<file path="src/hw/rtl/oil_pkg.sv">
package oil_pkg;

	// list size and derived widths
	localparam int CAPACITY = 64;
	localparam int DATA_W   = 32;
	localparam int OP_W     = 3;
	localparam int POS_W    = 6;
	localparam int STAT_W   = 2;
	localparam int COUNT_W  = 7;
	localparam int CNT_W    = $clog2(CAPACITY + 1);
	localparam int CMP_W    = (CNT_W > POS_W) ? CNT_W : POS_W;

	// stream word layouts
	localparam int IN_W       = OP_W + DATA_W + POS_W;
	localparam int IN_TDATA_W = ((IN_W + 7) / 8) * 8;
	localparam int OUT_W       = DATA_W + 1 + STAT_W + COUNT_W;
	localparam int OUT_TDATA_W = ((OUT_W + 7) / 8) * 8;

	// operation codes
	localparam logic [OP_W-1:0] OP_INSERT   = 3'd0;
	localparam logic [OP_W-1:0] OP_CONTAINS = 3'd1;
	localparam logic [OP_W-1:0] OP_GET      = 3'd2;
	localparam logic [OP_W-1:0] OP_REMOVE   = 3'd3;
	localparam logic [OP_W-1:0] OP_REVERSE  = 3'd4;

	// status codes
	localparam logic [STAT_W-1:0] STAT_OK   = 2'd0;
	localparam logic [STAT_W-1:0] STAT_FULL = 2'd1;
	localparam logic [STAT_W-1:0] STAT_PAST = 2'd2;
	localparam logic [STAT_W-1:0] STAT_RSVD = 2'd3;

	localparam logic signed [DATA_W-1:0] INT_MIN = {1'b1, {(DATA_W-1){1'b0}}};

	// operation token that walks along the cell row, one cell a cycle
	typedef struct packed {
		logic                     active;
		logic [OP_W-1:0]          op;
		logic signed [DATA_W-1:0] value;
		logic [POS_W-1:0]         pos;
		logic [CNT_W-1:0]         cnt;
		logic [CNT_W-1:0]         idx;
		logic                     flag;
		logic signed [DATA_W-1:0] data;
	} tok_t;

	// row-wide controls for the reverse sequence
	typedef struct packed {
		logic shift;
		logic copy;
	} ctl_t;

endpackage

</file>
<file path="src/hw/rtl/oil_cell.sv">
module oil_cell (
	input  logic                             clk,
	input  logic                             arst_n,
	input  oil_pkg::tok_t                    tok_in,
	output oil_pkg::tok_t                    tok_out,
	input  oil_pkg::ctl_t                    ctl,
	input  logic signed [oil_pkg::DATA_W-1:0] main_right,
	output logic signed [oil_pkg::DATA_W-1:0] main_out,
	input  logic signed [oil_pkg::DATA_W-1:0] aux_left,
	output logic signed [oil_pkg::DATA_W-1:0] aux_out
);

	logic signed [oil_pkg::DATA_W-1:0] main_q, main_d;
	logic signed [oil_pkg::DATA_W-1:0] aux_q, aux_d;
	oil_pkg::tok_t                     tok_q, tok_d;
	logic                              held;
	logic                              slot;
	logic                              at_pos;

	assign held   = tok_in.active && (tok_in.idx < tok_in.cnt);
	assign slot   = tok_in.active && (tok_in.idx == tok_in.cnt);
	assign at_pos = oil_pkg::CMP_W'(tok_in.idx) == oil_pkg::CMP_W'(tok_in.pos);

	// per-cell step: reverse shuffle, or the token's operation on this entry
	always_comb begin
		main_d    = main_q;
		aux_d     = aux_q;
		tok_d     = tok_in;
		tok_d.idx = tok_in.idx + oil_pkg::CNT_W'(1);
		if (ctl.shift) begin
			main_d = main_right;
			aux_d  = aux_left;
		end else if (ctl.copy) begin
			main_d = aux_q;
		end else begin
			case (tok_in.op)
				oil_pkg::OP_INSERT: begin
					if (held) begin
						if (tok_in.flag) begin
							// ripple the displaced entry one place on
							main_d     = tok_in.data;
							tok_d.data = main_q;
						end else if (!(main_q < tok_in.value)) begin
							main_d     = tok_in.value;
							tok_d.data = main_q;
							tok_d.flag = 1'b1;
						end
					end else if (slot) begin
						main_d     = tok_in.flag ? tok_in.data : tok_in.value;
						tok_d.flag = 1'b1;
					end
				end
				oil_pkg::OP_CONTAINS: begin
					if (held && (main_q == tok_in.value)) begin
						tok_d.flag = 1'b1;
					end
				end
				oil_pkg::OP_GET: begin
					if (held && at_pos) begin
						tok_d.flag = 1'b1;
						tok_d.data = main_q;
					end
				end
				oil_pkg::OP_REMOVE: begin
					// right neighbour is not yet touched by the token
					if (held && (oil_pkg::CMP_W'(tok_in.idx) >= oil_pkg::CMP_W'(tok_in.pos))) begin
						main_d = main_right;
					end
				end
				default: begin
				end
			endcase
		end
	end

	// entry storage
	always_ff @(posedge clk) begin
		main_q <= main_d;
		aux_q  <= aux_d;
	end

	// token stage
	always_ff @(posedge clk or negedge arst_n) begin
		if (!arst_n) begin
			tok_q <= '0;
		end else begin
			tok_q <= tok_d;
		end
	end

	assign tok_out  = tok_q;
	assign main_out = main_q;
	assign aux_out  = aux_q;

endmodule

</file>
<file path="config.mk">
export PLATFORM = sky130hd
export DESIGN_NAME = oil_cell
export DESIGN_NICKNAME = d
export VERILOG_FILES = /design/src/hw/rtl/oil_pkg.sv /design/src/hw/rtl/oil_cell.sv
export SDC_FILE = /design/constraint.sdc
export NUM_CORES = 1
export LEC_CHECK = 0
export ABC_AREA = 1
export BUFFER_PORTS_ARGS = -buffer_cell sky130_fd_sc_hd__buf_4
export CELL_PAD_IN_SITES_DETAIL_PLACEMENT = 2
export CELL_PAD_IN_SITES_GLOBAL_PLACEMENT = 2
export CORE_UTILIZATION = 26
export CTS_BUF_LIST = sky130_fd_sc_hd__clkbuf_4 sky130_fd_sc_hd__clkbuf_8 sky130_fd_sc_hd__clkbuf_16
export DETAILED_ROUTE_END_ITERATION = 8
export GPL_TIMING_DRIVEN = 0
export PLACE_DENSITY_LB_ADDON = 0.12
export SLEW_MARGIN = 20
export SYNTH_ARGS = -nofsm -noshare
export SYNTH_HDL_FRONTEND = slang
export SYNTH_SLANG_ARGS = --single-unit
</file>
<file path="constraint.sdc">
create_clock -name clk -period 3.2 [get_ports clk]
set_input_delay 0.32 -clock clk [delete_from_list [all_inputs] [get_ports clk]]
set_output_delay 0.32 -clock clk [all_outputs]
set_load 0.005 [all_outputs]
</file>
==> summary.md <==
| Metric | Value |
|---|---|
| Cell Count Post-Placement | `1735` |
| Cell Pwr Density | `463 nW/um2` |
| Worst VDD drop | `0.387 mV` |
| Status | `finished clean` |
| N_diodes | `0` |
| Final HPWL DP | `29300 um` |
| DP Area | `11400 um2` |
| Sequential-to-total area share from yosys stat | `0.487` |
| Relative slew slack | `0.408` |
| Hold Slack | `41.0 ps` |
| Arrival time worst endpoint | `3080 ps` |
| Total global routing track utilization | `0.227` |
| Share of the clock period used by the worst path after layout | `0.917` |
| Clock tree from TritonCTS | `yes` |
| Final ANT Viol Nets | `0` |
| Share of the synthesized area in the top cell type | `0.261` |
| Combined area of all synthesized cells | `8530 um2` |
| Count of final max-slew check failures | `0` |
| Clock latency on the worst-skew pair | `450 ps` |
| Total of buffers placed on input and output ports | `308` |
| Share of async-settable or async-resettable flops after synthesis | `0.582` |
| Synth top area cells | `dfrtp_1, edfxtp_1, nand2_1` |
| Total setup violations reported at the end of the flow | `0` |
| Max-cap violation count | `0` |
| Number of antenna violations at the first check in global routing | `0` |
| FF+latch count, synth | `153` |
| Fraction of final layout cells with drive strength greater than 1 | `0.280` |
| Clock sink count | `153` |
| Chip Height | `183 um` |
| Total clock buffers created by CTS | `17` |
| Met1 usage | `0.303` |
| Layer carrying the most global-route usage | `met2` |
| Setup repair after global routing missed its margin | `false` |
| Final core utilization | `0.393` |
| Depth of the most critical reg-to-reg path | `15` |
| Maximum level of the CTS H-tree | `4` |
| Design area | `12500 um2` |
| Family of cells with the greatest summed delay on the critical path | `buffers and inverters` |
| GR Util met3 | `0.0518` |
| Hold Fails Final Rpt | `0` |
| Worst Tran Pin Value | `888 ps` |
| Maximum number of pins on one net before global-route repair | `90` |
| Largest fanout of any net on the critical path | `12` |
| Post-Syn Instances | `989` |
| Clock skew after layout | `14.8 ps` |
| Clock Root Buffer | `clkbuf_16` |
| Overflow left after global routing | `0` |
| Iteration-0 DRC Markers | `261` |
| Cell type contributing the most total cell area after synthesis | `dfrtp_1` |
| Total number of nets in the final design | `1569` |
| Total die area | `33500 um2` |
| P_leak | `6.10 nW` |
| Post-detailed-routing wire length | `37300 um` |
| Wire length of the first global-routing pass | `56500 um` |
| Crit Path Category | `input pin to register` |
| Path type of the worst min-delay path | `input pin to register` |
| Area Growth Syn to Fin | `46.9%` |
| Nature of the critical path endpoint | `register` |
| Area of the placeable core | `31900 um2` |
| Setup repair bufs after CTS | `0` |
| Peak clock frequency supported by timing | `341 MHz` |
| Fill cells | `3632` |
| Number of cells traversed by the worst hold path | `1` |
| Starting utilization of the core area | `0.268` |
| Total number of cells along the worst setup path | `14` |
| Number of distinct library cell variants in the gate-level netlist after synthesis | `37` |
| Required time at the worst-slack endpoint | `3350 ps` |
| Fin cells | `1814` |
| Total buffers and inverters traversed by the critical path | `7` |
| Crit start category | `input pin` |
| Total vias in the final route | `8452` |
| Final RePlAce weighted congestion | `0.814` |
| Total iterations of the first detailed-routing run | `4` |
| Clock-pin slew of the registers on the worst-case setup and hold paths | `70 ps` |
| Crit path top cell by count | `buf_6` |
| Slowest stage cell, crit path | `dlygate4sd3_1` |
| Die extent in x | `183 um` |
| Post-Syn Nets | `1192` |
| Average vias per placed instance | `4.66` |
| Warning count from the yosys run | `0` |
| Slowest cell delay on critical path | `540 ps` |
| Via count of the first global-routing pass | `9437` |
| Standard-cell row count | `65` |
| Final routed wire length divided by cell count | `20.5 um` |
| Dominant synthesized flop cell | `dfrtp_1` |
| Residual DRC count | `0` |
| Ordered list of cells on the worst path | `dlygate4sd3_1, buf_4, inv_1, ha_1, a21oi_1, o21ai_0, nand2_1, nand2_4, inv_2, buf_1, nand3_1, nand4_1, buf_6, buf_6` |
| Accumulated negative setup slack | `0 ps` |
| Global routing usage on met2 | `0.360` |
| Tmin final | `2930 ps` |
| Count of boundary I/O pins | `310` |
| Post-Syn Area per Cell | `8.62 um2` |
| Buffers from clock root to sink, at most | `2` |
| EDFF count, synth | `64` |
worst paths after layout:
kind | start | endpoint | slack, ps
min reg2reg | aux_out[10]$_DFFE_PP_ | main_out[10]$_DFFE_PP_ | 610
min in group asynchronous | arst_n | tok_out[50]$_DFF_PN0_ | 540
max in group asynchronous | arst_n | tok_out[27]$_DFF_PN0_ | 2060
max reg2reg | main_out[15]$_DFFE_PP_ | main_out[29]$_DFFE_PP_ | 350
max | tok_in[42] | main_out[29]$_DFFE_PP_ | 270
min | aux_left[17] | aux_out[17]$_DFFE_PP_ | 40
worst register-to-register path, cell delays in order, from the launching register on:
cell	delay, ps
edfxtp_1	500
ha_1	350
nand2_1	50
inv_1	110
nand3_1	130
nor2_2	200
nand2_1	80
nand2_1	80
nand2_1	110
nand3_1	140
nand3_4	150
nand2_1	90
nand2_1	60
nand4_1	110
buf_6	180
buf_6	200
flip-flops by register name, indices dropped and copies added (netlist names):
| register | flops |
|---|---|
| main_out | 32 |
| aux_out | 32 |
| tok_out | 89 |
repair_timing:
action	CTS	global route
hold buffers	47	0
endpoints found under the hold margin	73	0
resized for setup	0	1
endpoints found under the setup margin	0	2
layer usage:
metal  vias up  routed length, um
li1       4072                  -
met5         -                  0
met4         0                731
met3        36               2350
met1      4079              17200
met2       265              17000
synth_stat cells (2+ instances only):
cell type,number
buf_1,3
nand2_1,214
dfrtp_1,89
nand3_1,117
nor2_2,2
edfxtp_1,64
ha_1,46
clkinv_1,2
clkbuf_1,27
nor2_1,30
a21oi_1,30
nand4_1,5
o211ai_1,67
buf_6,4
inv_2,2
buf_2,14
xor2_1,4
nor3_1,18
o21ai_1,7
buf_4,4
nand3_2,9
o21ai_0,60
inv_1,145
nand3b_1,13
through the flow:
stage | power, mW | setup slack [ps]
2_1_floorplan | 2.86 | 80.1
3_3_place_gp | 3.57 | -1240
3_5_place_dp | 3.61 | 269
4_1_cts | 5.88 | 211
5_1_grt | 6.08 | 70.5
6_report | 5.80 | 266
cell families after synthesis:
kind of cell    count (synthesis)  share of synthesized area
simple gates                  413                      0.221
buf+inv                       202                     0.0982
compound gates                170                      0.122
flops                         153                      0.487
fa+ha+maj                      46                     0.0675
xor+xnor                        5                    0.00513
cells in the final DEF (no fill, tap or decap), types with 19 or more instances in the layout:
cell type | netlist | layout
nand2_1 | 214 | 214
ha_1 | 46 | 46
nor2_1 | 30 | 29
inv_1 | 145 | 145
clkbuf_16 | 0 | 19
edfxtp_1 | 64 | 64
clkbuf_1 | 27 | 27
a21oi_1 | 30 | 30
dfrtp_1 | 89 | 89
buf_4 | 4 | 311
dlygate4sd3_1 | 0 | 47
o211ai_1 | 67 | 67
nand3_1 | 117 | 117
o21ai_0 | 60 | 60
where the power goes:
group,total [mW],internal [mW],leakage (nW),switching [mW]
registers,2.35,2.22,1.69,0.130
clock network,2.18,1.28,0.312,0.894
logic,1.27,0.582,4.10,0.688
area by class of cell:
cell class,count,area [um2],share of cell area
well taps,435,544,0.0435
clock inverters,10,129,0.0103
flip-flops and latches,153,4150,0.331
multi-input cells,634,3540,0.283
clock buffers,22,498,0.0398
inverters,149,559,0.0447
plain buffers,53,278,0.0222
repair buffers,358,2820,0.225
No activity file was read; power rests on OpenSTA's default activity.
